`src/hw/rtl/crpu_pkg.sv`:
```
// ----------------------------------------------------------------------------
// crpu_pkg
// Shared types, constants and constant functions of the complex
// rectangular/polar unit.
// ----------------------------------------------------------------------------
package crpu_pkg;

  localparam int GUARD = 16;
  localparam int CW = 52;
  localparam int ZW = 34;
  localparam int RW = CW - GUARD;
  localparam int IK_W = 31;
  localparam int QUEUE_DEPTH = 4;
  localparam int QPTR_W = 2;

  typedef enum logic [1:0] {
    OP_ADD  = 2'd0,
    OP_MUL  = 2'd1,
    OP_CONV = 2'd2,
    OP_NONE = 2'd3
  } op_t;

  typedef struct packed {
    logic        polar;
    logic [31:0] first;
    logic [31:0] second;
  } operand_t;

  typedef struct packed {
    op_t      op;
    operand_t a;
    operand_t b;
  } cmd_t;

  function automatic logic [31:0] atan_at(input int unsigned i);
    case (i)
      0:  return 32'h20000000;
      1:  return 32'h12E4051D;
      2:  return 32'h09FB385B;
      3:  return 32'h051111D4;
      4:  return 32'h028B0D43;
      5:  return 32'h0145D7E1;
      6:  return 32'h00A2F61E;
      7:  return 32'h00517C55;
      8:  return 32'h0028BE53;
      9:  return 32'h00145F2E;
      10: return 32'h000A2F98;
      11: return 32'h000517CC;
      12: return 32'h00028BE6;
      13: return 32'h000145F3;
      14: return 32'h0000A2F9;
      15: return 32'h0000517C;
      16: return 32'h000028BE;
      17: return 32'h0000145F;
      18: return 32'h00000A2F;
      19: return 32'h00000517;
      20: return 32'h0000028B;
      21: return 32'h00000145;
      22: return 32'h000000A2;
      23: return 32'h00000051;
      24: return 32'h00000028;
      25: return 32'h00000014;
      26: return 32'h0000000A;
      27: return 32'h00000005;
      28: return 32'h00000002;
      29: return 32'h00000001;
      default: return 32'h00000000;
    endcase
  endfunction

  // CORDIC gain in Q30, square root of the truncated gain product.
  function automatic logic [63:0] gain_k(input int steps);
    logic [63:0] p;
    logic [63:0] v;
    logic [63:0] r;
    logic [63:0] bit_v;
    p = 64'd1 << 30;
    for (int i = 0; i < steps; i++) begin
      if (2 * i < 62) p = p + (p >> (2 * i));
    end
    v = p << 30;
    r = 64'd0;
    bit_v = 64'd1 << 62;
    for (int j = 0; j < 32; j++) begin
      if (v >= r + bit_v) begin
        v = v - (r + bit_v);
        r = (r >> 1) + bit_v;
      end else begin
        r = r >> 1;
      end
      bit_v = bit_v >> 2;
    end
    if (r == 64'd0) r = 64'd1;
    return r;
  endfunction

endpackage

```
`src/hw/rtl/crpu_front.sv`:
```
// ----------------------------------------------------------------------------
// crpu_front
// Decodes the operation and normalizes polar operands to a non-negative
// magnitude before they enter the command queue.
// ----------------------------------------------------------------------------
module crpu_front (
  input  logic            s_tvalid,
  output logic            s_tready,
  input  logic [127:0]    s_tdata,
  input  logic [3:0]      s_tuser,
  output logic            q_valid,
  input  logic            q_ready,
  output crpu_pkg::cmd_t  q_cmd
);
  import crpu_pkg::*;

  function automatic operand_t classify(input logic polar, input logic [31:0] first,
                                        input logic [31:0] second);
    operand_t r;
    r.polar = polar;
    r.first = first;
    r.second = second;
    if (polar && first[31]) begin
      r.first = 32'd0 - first;
      r.second = second + 32'h8000_0000;
    end
    return r;
  endfunction

  assign s_tready = q_ready;
  assign q_valid = s_tvalid;

  always_comb begin
    q_cmd.op = op_t'(s_tuser[1:0]);
    q_cmd.a = classify(s_tuser[2], s_tdata[31:0], s_tdata[63:32]);
    q_cmd.b = classify(s_tuser[3], s_tdata[95:64], s_tdata[127:96]);
  end

endmodule

```
`config.mk`:
```
export PLATFORM = sky130hd
export DESIGN_NAME = crpu_front
export DESIGN_NICKNAME = d
export VERILOG_FILES = /design/src/hw/rtl/crpu_pkg.sv /design/src/hw/rtl/crpu_front.sv
export SDC_FILE = /design/constraint.sdc
export NUM_CORES = 1
export LEC_CHECK = 0
export ABC_AREA = 1
export BUFFER_PORTS_ARGS = -buffer_cell sky130_fd_sc_hd__buf_2
export CORE_MARGIN = 10
export CORE_UTILIZATION = 37
export DETAILED_ROUTE_END_ITERATION = 10
export GPL_ROUTABILITY_DRIVEN = 0
export GPL_TIMING_DRIVEN = 0
export PLACE_DENSITY = 0.84
export SLEW_MARGIN = 20
export SYNTH_ARGS = -nofsm -noshare
export SYNTH_HDL_FRONTEND = slang
export SYNTH_SLANG_ARGS = --single-unit
```
`constraint.sdc`:
```
create_clock -name vclk -period 1.15
set_input_delay 0.0575 -clock vclk [all_inputs]
set_output_delay 0.0575 -clock vclk [all_outputs]
set_load 0.01 [all_outputs]
```
==> results.md <==
* Final Hold Vio Count at 0
* Slew @ Worst Pin at 0.379 ns
* Status: finished, violations left
* WP data required at 1.09 ns
* Share of cells above drive strength 1 at 0.603
* Initial antenna violation count at 1
* Warnings, synthesis at 0
* Design Power at 2060 uW
* Port Buffer Count at 202
* Worst Setup End Kind: output pin
* Final sequential cell count at 0
* VDD IR max at 0.255 mV
* Most frequent cells after synthesis: 181 x nand2_1, 93 x nor2_1, 70 x buf_4
* Worst path cell trace: buf_2 -> nor2_4 -> nand2_2 -> nor2_4 -> nand2_1 -> nand2_2 -> xnor2_1 -> buf_2
* Register area at 0 um^2
* Max Slew Vio Count at 0
* Detail Route Antenna Nets at 0
* Failing checks: negative setup slack
* Hold Startpoint: s_tdata[118]
* Core Util, Final at 0.694
* Synthesis-to-finish area growth at 82.1%
* Remaining routing DRC violations at 0
* Row count at 30
* Crit path DAT at 1.33 ns
* Clock buf count at 0
* Gr ovfl total at 0
* Sequential share of the synthesized area at 0
* CORE AREA at 6790 um^2
* Critical path class: in2out
* Initial Util at 0.381
* Max transition margin at 0.744
* Top-count cell post-synth: nand2_1
* Worst setup margin at -0.236 ns
* Die ar. at 10700 um^2
* DR iter-0 viols at 256
* # IOs at 268
* Synth top area cells: nand2_1 26%, buf_4 20%, nor2_1 13%, inv_1 6.2%, nand3_1 6.2%
* Routed via count at 4364
* Nets at 882
* Routed len/inst at 17.4 um
* Critical Path Source: s_tdata[6]
* Post-Synthesis Cells at 520
* Worst Hold Class: in2out
* Place WS at -0.184 ns
* CP max FO at 4
* Tot GR Track Use at 0.209
* Number of global-route vias before repair at 4135
* Routed WL at 14600 um
* Top-area cell type share of the netlist area at 0.262
* Mapped Area at 2590 um^2
* Max stage delay on crit path at 0.22 ns
* Vias per cell at 5.19
* Startpoint Class: input pin
* Drt first pass iters at 7
* Fin crit share at 1.21
* Number of setup violations in the final report at 33
* Synth unique cells at 19
* Largest area contributor in the netlist: nand2_1
* Max cap viols at 0
* Worst hold slack at 0.301 ns
* RSZ-0062 raised after global routing: yes
* Worst path slowest cell: xnor2_1
* First-pass GRT wire length at 19600 um
* P per Cell Area at 438 nW/um^2
* Syn_area_per_cell at 4.98 um^2
* F_max at 0.721 GHz
* Post-synthesis net count at 656
* Largest net degree at the start of global routing at 11
* Dpl hpwl at 10300 um
* Die Wd at 104 um
* Post-route minimum period at 1.39 ns
* Die H at 104 um
* Hold_buf cts at 0
* Leakage at 0.00253 uW
==> worst paths after layout <==
kind / end / slack, ns / cells after the start
max: q_cmd[112] / -0.24 / 8
min: q_cmd[22] / 0.30 / 2
==> timing repair <==
action / 4_1_cts / 5_1_grt
pin swaps: 34 / 73
gates resized for setup: 80 / 171
setup endpoints to repair: 39 / 49
buffers inserted: 8 / 14
==> stage by stage <==
step | cell area, um^2 | cells | TNS, ns
after global placement | 3720 | 818 | -2.06
after floorplan | 2590 | 520 | 0
after global routing | 4710 | 841 | -4.81
after detailed placement | 3720 | 818 | -3.02
after CTS | 4050 | 826 | -0.0788
final | 4710 | 841 | -2.37
==> cell families (layout without fill, tap and decap cells) <==
logic type                 count (synthesis)  after routing  synth area share
AOI/OAI and AO/OA                         28             28            0.0570
xor gates and xnor gates                  31             31             0.105
adders and majority gates                  2              2           0.00966
buffers and inverters                    121            345             0.280
other                                      0              1                 0
and+or+nand+nor                          338            338             0.549
==> layer usage <==
metal  GRT usage  share of wire
met1       0.216           0.34
met2       0.410           0.53
met3      0.0496          0.098
met4      0.0423          0.038
met5           0              0
==> cell usage in the layout, fill, tap and decap left out, types with 2 or more instances in the layout <==
master and instances:
buf_2 175, nand2_1 132, buf_4 93, nand2_2 44
nor2_1 43, nor2_4 40, inv_1 37, nand3_1 31
nor2_2 30, buf_6 26, xor2_1 13, xnor2_1 13
nand2_4 12, o21ai_0 11, o21ai_1 8, inv_4 4
nand4_1 4, xnor2_2 4, buf_8 4, o21ai_2 3
inv_8 2, inv_2 2, a21oi_1 2, o21ai_4 2
a21oi_2 2, ha_4 2
==> critical path: cells and delay by family <==
family                 cells  cell delay (ns)
XOR/XNOR                   1             0.22
AND/OR/NAND/NOR            5             0.68
buffers and inverters      2             0.37
==> final cells by class <==
cell class | count | area [um^2]
antenna | 1 | 2.50
timing repair buffer | 224 | 1370
multi-input combinational | 399 | 2440
inverter | 45 | 194
buffer | 76 | 582
fill | 499 | 2080
tap | 96 | 120
==> power by group <==
part	switching, uW	internal [uW]
registers	0	0
logic	1140	925
clock network	0	0.000116
total	1140	925
Power figures use the tool's default switching activity.
