### src/hw/rtl/crpu_pkg.sv
// ----------------------------------------------------------------------------
// crpu_pkg
// Shared types, constants and constant functions of the complex
// rectangular/polar unit.
// ----------------------------------------------------------------------------
package crpu_pkg;

  localparam int GUARD = 16;
  localparam int CW = 52;
  localparam int ZW = 34;
  localparam int RW = CW - GUARD;
  localparam int IK_W = 31;
  localparam int QUEUE_DEPTH = 4;
  localparam int QPTR_W = 2;

  typedef enum logic [1:0] {
    OP_ADD  = 2'd0,
    OP_MUL  = 2'd1,
    OP_CONV = 2'd2,
    OP_NONE = 2'd3
  } op_t;

  typedef struct packed {
    logic        polar;
    logic [31:0] first;
    logic [31:0] second;
  } operand_t;

  typedef struct packed {
    op_t      op;
    operand_t a;
    operand_t b;
  } cmd_t;

  function automatic logic [31:0] atan_at(input int unsigned i);
    case (i)
      0:  return 32'h20000000;
      1:  return 32'h12E4051D;
      2:  return 32'h09FB385B;
      3:  return 32'h051111D4;
      4:  return 32'h028B0D43;
      5:  return 32'h0145D7E1;
      6:  return 32'h00A2F61E;
      7:  return 32'h00517C55;
      8:  return 32'h0028BE53;
      9:  return 32'h00145F2E;
      10: return 32'h000A2F98;
      11: return 32'h000517CC;
      12: return 32'h00028BE6;
      13: return 32'h000145F3;
      14: return 32'h0000A2F9;
      15: return 32'h0000517C;
      16: return 32'h000028BE;
      17: return 32'h0000145F;
      18: return 32'h00000A2F;
      19: return 32'h00000517;
      20: return 32'h0000028B;
      21: return 32'h00000145;
      22: return 32'h000000A2;
      23: return 32'h00000051;
      24: return 32'h00000028;
      25: return 32'h00000014;
      26: return 32'h0000000A;
      27: return 32'h00000005;
      28: return 32'h00000002;
      29: return 32'h00000001;
      default: return 32'h00000000;
    endcase
  endfunction

  // CORDIC gain in Q30, square root of the truncated gain product.
  function automatic logic [63:0] gain_k(input int steps);
    logic [63:0] p;
    logic [63:0] v;
    logic [63:0] r;
    logic [63:0] bit_v;
    p = 64'd1 << 30;
    for (int i = 0; i < steps; i++) begin
      if (2 * i < 62) p = p + (p >> (2 * i));
    end
    v = p << 30;
    r = 64'd0;
    bit_v = 64'd1 << 62;
    for (int j = 0; j < 32; j++) begin
      if (v >= r + bit_v) begin
        v = v - (r + bit_v);
        r = (r >> 1) + bit_v;
      end else begin
        r = r >> 1;
      end
      bit_v = bit_v >> 2;
    end
    if (r == 64'd0) r = 64'd1;
    return r;
  endfunction

endpackage

### src/hw/rtl/crpu_queue.sv
// ----------------------------------------------------------------------------
// crpu_queue
// Short command queue between the front end and the arithmetic pipeline.
// ----------------------------------------------------------------------------
module crpu_queue (
  input  logic            clk,
  input  logic            rst,
  input  logic            in_valid,
  output logic            in_ready,
  input  crpu_pkg::cmd_t  in_cmd,
  output logic            out_valid,
  input  logic            out_ready,
  output crpu_pkg::cmd_t  out_cmd
);
  import crpu_pkg::*;

  cmd_t              mem [QUEUE_DEPTH];
  logic [QPTR_W-1:0] wr_ptr;
  logic [QPTR_W-1:0] rd_ptr;
  logic [QPTR_W:0]   count;
  logic              push;
  logic              pop;

  assign in_ready = count != (QPTR_W + 1)'(QUEUE_DEPTH);
  assign out_valid = count != '0;
  assign push = in_valid && in_ready;
  assign pop = out_valid && out_ready;
  assign out_cmd = mem[rd_ptr];

  always_ff @(posedge clk) begin
    if (push) begin
      mem[wr_ptr] <= in_cmd;
    end
  end

  always_ff @(posedge clk) begin
    if (rst) begin
      wr_ptr <= '0;
      rd_ptr <= '0;
      count <= '0;
    end else begin
      if (push) wr_ptr <= wr_ptr + 1'b1;
      if (pop) rd_ptr <= rd_ptr + 1'b1;
      if (push && !pop) count <= count + 1'b1;
      else if (pop && !push) count <= count - 1'b1;
    end
  end

endmodule

### config.mk
export PLATFORM = sky130hd
export DESIGN_NAME = crpu_queue
export DESIGN_NICKNAME = d
export VERILOG_FILES = /design/src/hw/rtl/crpu_pkg.sv /design/src/hw/rtl/crpu_queue.sv
export SDC_FILE = /design/constraint.sdc
export NUM_CORES = 1
export LEC_CHECK = 0
export BUFFER_PORTS_ARGS = -buffer_cell sky130_fd_sc_hd__buf_2
export CAP_MARGIN = 30
export CORE_MARGIN = 2
export CORE_UTILIZATION = 59
export CTS_BUF_LIST = sky130_fd_sc_hd__clkbuf_4 sky130_fd_sc_hd__clkbuf_8
export DETAILED_ROUTE_END_ITERATION = 6
export PLACE_DENSITY = 0.81
export SLEW_MARGIN = 5
export SYNTH_ARGS = -nofsm -noshare
export SYNTH_HDL_FRONTEND = slang
export SYNTH_SLANG_ARGS = --single-unit
### constraint.sdc
create_clock -name clk -period 5.1 [get_ports clk]
set_input_delay 0.51 -clock clk [delete_from_list [all_inputs] [get_ports clk]]
set_output_delay 0.51 -clock clk [all_outputs]
set_load 0.03 [all_outputs]
==> impl_summary.txt <==
----------------------------------------------------
[STA]
  Final number of max-transition violations ... 0
  Clock Skew ... 0.0202 ns
  Period Utilization, post-route ... 63.2%
  Post-route setup TNS ... 0 ns
  Period minus WS final ... 3.22 ns
  Final setup violation count ... 0
  Worst-case setup margin in the final layout ... 1.88 ns
  Max frequency ... 310 MHz
  Unrepaired setup endpoints after global routing ... no
  Number of hold violations in the final report ... 0
  Slew of the pin with the lowest slew margin ... 0.981 ns
  Slew Limit Headroom ... 34.6%

[Logic synthesis]
  Synthesized area ... 19500 µm²
  Mapped Cells ... 738
  Synth Register Bits ... 537
  Number of unique standard cell types used by synthesis ... 22
  Syn avg cell area ... 26.4 µm²
  Most area-consuming cells after synthesis ... edfxtp_1 81%, mux4_2 15%, dfxtp_1 0.92%, buf_6 0.58%, buf_2 0.38%
  Fraction of the yosys area taken by sequential cells ... 82.2%
  Synthesis warning total ... 0
  Post-Syn Nets ... 880
  Cell type contributing the most total cell area after synthesis ... edfxtp_1
  Primary flip-flop cell chosen by synthesis mapping ... edfxtp_1
  Number of enable-type register cells in the synthesized netlist ... 528
  Most instantiated library cell after synthesis ... edfxtp_1
  Area fraction of the dominant cell type after synthesis ... 81.3%
  Share of flip-flops with an asynchronous set or reset ... 0%
  List of most frequent post-synthesis cells ... 528 x edfxtp_1, 132 x mux4_2, 15 x buf_2, 10 x buf_6, 9 x dfxtp_1

[Critical path]
  Crit path kind ... flop to primary output
  Nature of the critical path endpoint ... primary output
  Element type at the critical path start ... flop
  Required time of the worst setup path ... 4.59 ns
  CP Data Arrival Time ... 2.71 ns
  Slowest stage delay, CP ... 0.93 ns
  CP Cell Sequence ... buf_12, mux4_2, buf_2
  Crit-path slowest cell ... dfxtp_4
  Reg2Reg Setup Slack ... 2.43 ns
  Max FO, Critical Path ... 70
  Worst reg2reg path depth ... 4

[Route]
  First drt pass iteration count ... 4
  First DRT Iteration DRCs ... 676
  Antenna viol nets, final ... 0
  Average wire per cell in the routed design ... 22.6 µm
  Total wire length ... 35800 µm
  Via Count ... 8913
  Remaining design rule violation count ... 0
  Drt via density ... 5.62

[Placement]
  Post-Place Worst Slack ... 2.28 ns
  GP Congestion ... 0.734
  Number of port buffers ... 269
  Placed Area ... 21400 µm²
  Total instance count after detailed placement ... 1427
  Final HPWL from detailed placement ... 21300 µm

[Global routing]
  Number of global-route vias before repair ... 9217
  Met3 track demand over resource in global routing ... 8.59%
  Total overflow reported by the global router ... 0
  Met1 layer usage reported by global route ... 29.0%
  Global route hottest layer ... met2
  Wire length of the first global-routing pass ... 53100 µm
  Initial antenna violation count ... 14
  GR Util met2 ... 31.2%
  Pin count of the biggest net entering global routing ... 83
  Total global-route track usage ... 21.0%

[Clocking]
  Count of instances resized after the clock tree is built ... 0
  Sink count of the clock tree ... 537
  Clk_lat worst skew ... 0.58 ns
  Setup repair bufs after CTS ... 0
  CTS H-Tree Depth ... 3
  Root cell of the clock tree ... clkbuf_8
  Total CTS buffers ... 81
  Clock transition time at the flip-flop clock pins of the worst setup and hold paths ... 0.06 ns
  Post-cts hold buffer count ... 0
  TritonCTS clock tree ... yes
  Clk buf depth ... 3

[Pwr]
  Power Density ... 533 nW/µm²
  Worst supply voltage drop on vdd ... 0.312 mV
  Lkg Pwr ... 7.71 nW

[Hold path]
  Worst hold path class ... primary input to flop
  Count of cells along the worst hold path ... 1

[Cells and area]
  Share of final-layout standard cells stronger than drive strength 1 ... 47.6%
  Final-stage net count ... 1211
  Cell area after layout ... 23000 µm²
  Final non-filler cell total ... 1585
  Area growth from synthesis to layout ... 17.8%

[Floorplan]
  Initial core utilization ... 59.9%
  Area of the die ... 34500 µm²
  Height of the die ... 186 µm
  Number of rows created at floorplan ... 66
  Die span in x ... 186 µm
  Core Area ... 32500 µm²
  I/O pin count ... 270

[Run status]
  Outcome ... complete, no violations

[Flow run]
  Max-cap violation count ... 0

----------------------------------------------------
## metal layers
metal  share of wire (%)  routed length, µm  vias to the layer above
met5                0.18                 66                        -
met4                 1.5                541                       10
met3                  10               3700                       54
met2                  48              17100                      359
met1                  40              14400                     4609
li1                    -                  -                     3881
## stage by stage
step / power (mW) / util [%] / hold slack (ns)
after floorplan: 8.15 / - / 0.482
final: 12.3 / 70.6 / 0.139
after detailed placement: 9.05 / 65.7 / 0.517
after global placement: 8.99 / 65.6 / 0.503
after global routing: 12.8 / 70.5 / 0.0980
after CTS: 12.4 / 70.4 / 0.0819
## cell families after synthesis
family,count (synthesis),synth area share (%)
compound gates,5,0.192
xor+xnor,4,0.180
fa+ha+maj,6,0.423
buf+inv,34,1.14
flops,537,82.2
mux,135,15.4
simple gates,17,0.430
## registers in the layout, summed over array words and instances, names as in the netlist, named ones only
| name | count |
|---|---|
| count | 3 |
| mem | 528 |
| rd_ptr | 2 |
| wr_ptr | 2 |
## area by class of cell
class	instances	area (µm²)
clock inverter	40	221
antenna	10	25.0
fill	1936	9570
sequential	537	16000
tap	442	553
inverter	3	11.3
timing repair buffer	279	1530
multi-input combinational	167	3250
clock buffer	107	1340
## critical path: cells and delay by family, from the launching register on
| family | cells | cell delay (ns) |
|---|---|---|
| DFF | 1 | 0.93 |
| buffers and inverters | 2 | 0.60 |
| muxes | 1 | 0.41 |
## path summary, 6_finish.rpt
kind         startpoint     endpoint
max reg2reg    count[0]   mem[1][19]
max                flop  out_cmd[94]
min          in_cmd[18]   mem[0][18]
min reg2reg   wr_ptr[1]    wr_ptr[1]
## power breakdown
| part | switching [mW] | internal, mW | leakage (nW) |
|---|---|---|---|
| registers | 0.164 | 5.36 | 4.91 |
| clock network | 1.52 | 1.80 | 0.818 |
| logic | 2.14 | 1.26 | 1.97 |
## layout by cell type (no fill, tap or decap)
cell	instances
clkinv_2	9
a21oi_1	1
bufinv_16	2
clkbuf_8	85
buf_12	7
o21ai_0	1
nor2_1	8
mux2_2	1
fa_1	1
nand2_1	1
mux4_2	132
o31ai_1	1
dfxtp_4	2
xor2_1	4
or3_1	2
mux2i_1	2
diode_2	10
inv_1	3
clkinvlp_4	2
and2_4	4
clkbuf_4	22
dfxtp_1	7
clkinv_1	27
buf_16	1
edfxtp_1	528
o311ai_0	1
buf_4	2
nand2b_1	2
ha_1	5
a21boi_2	1
buf_2	269
No activity file was read; power rests on OpenSTA's default activity.
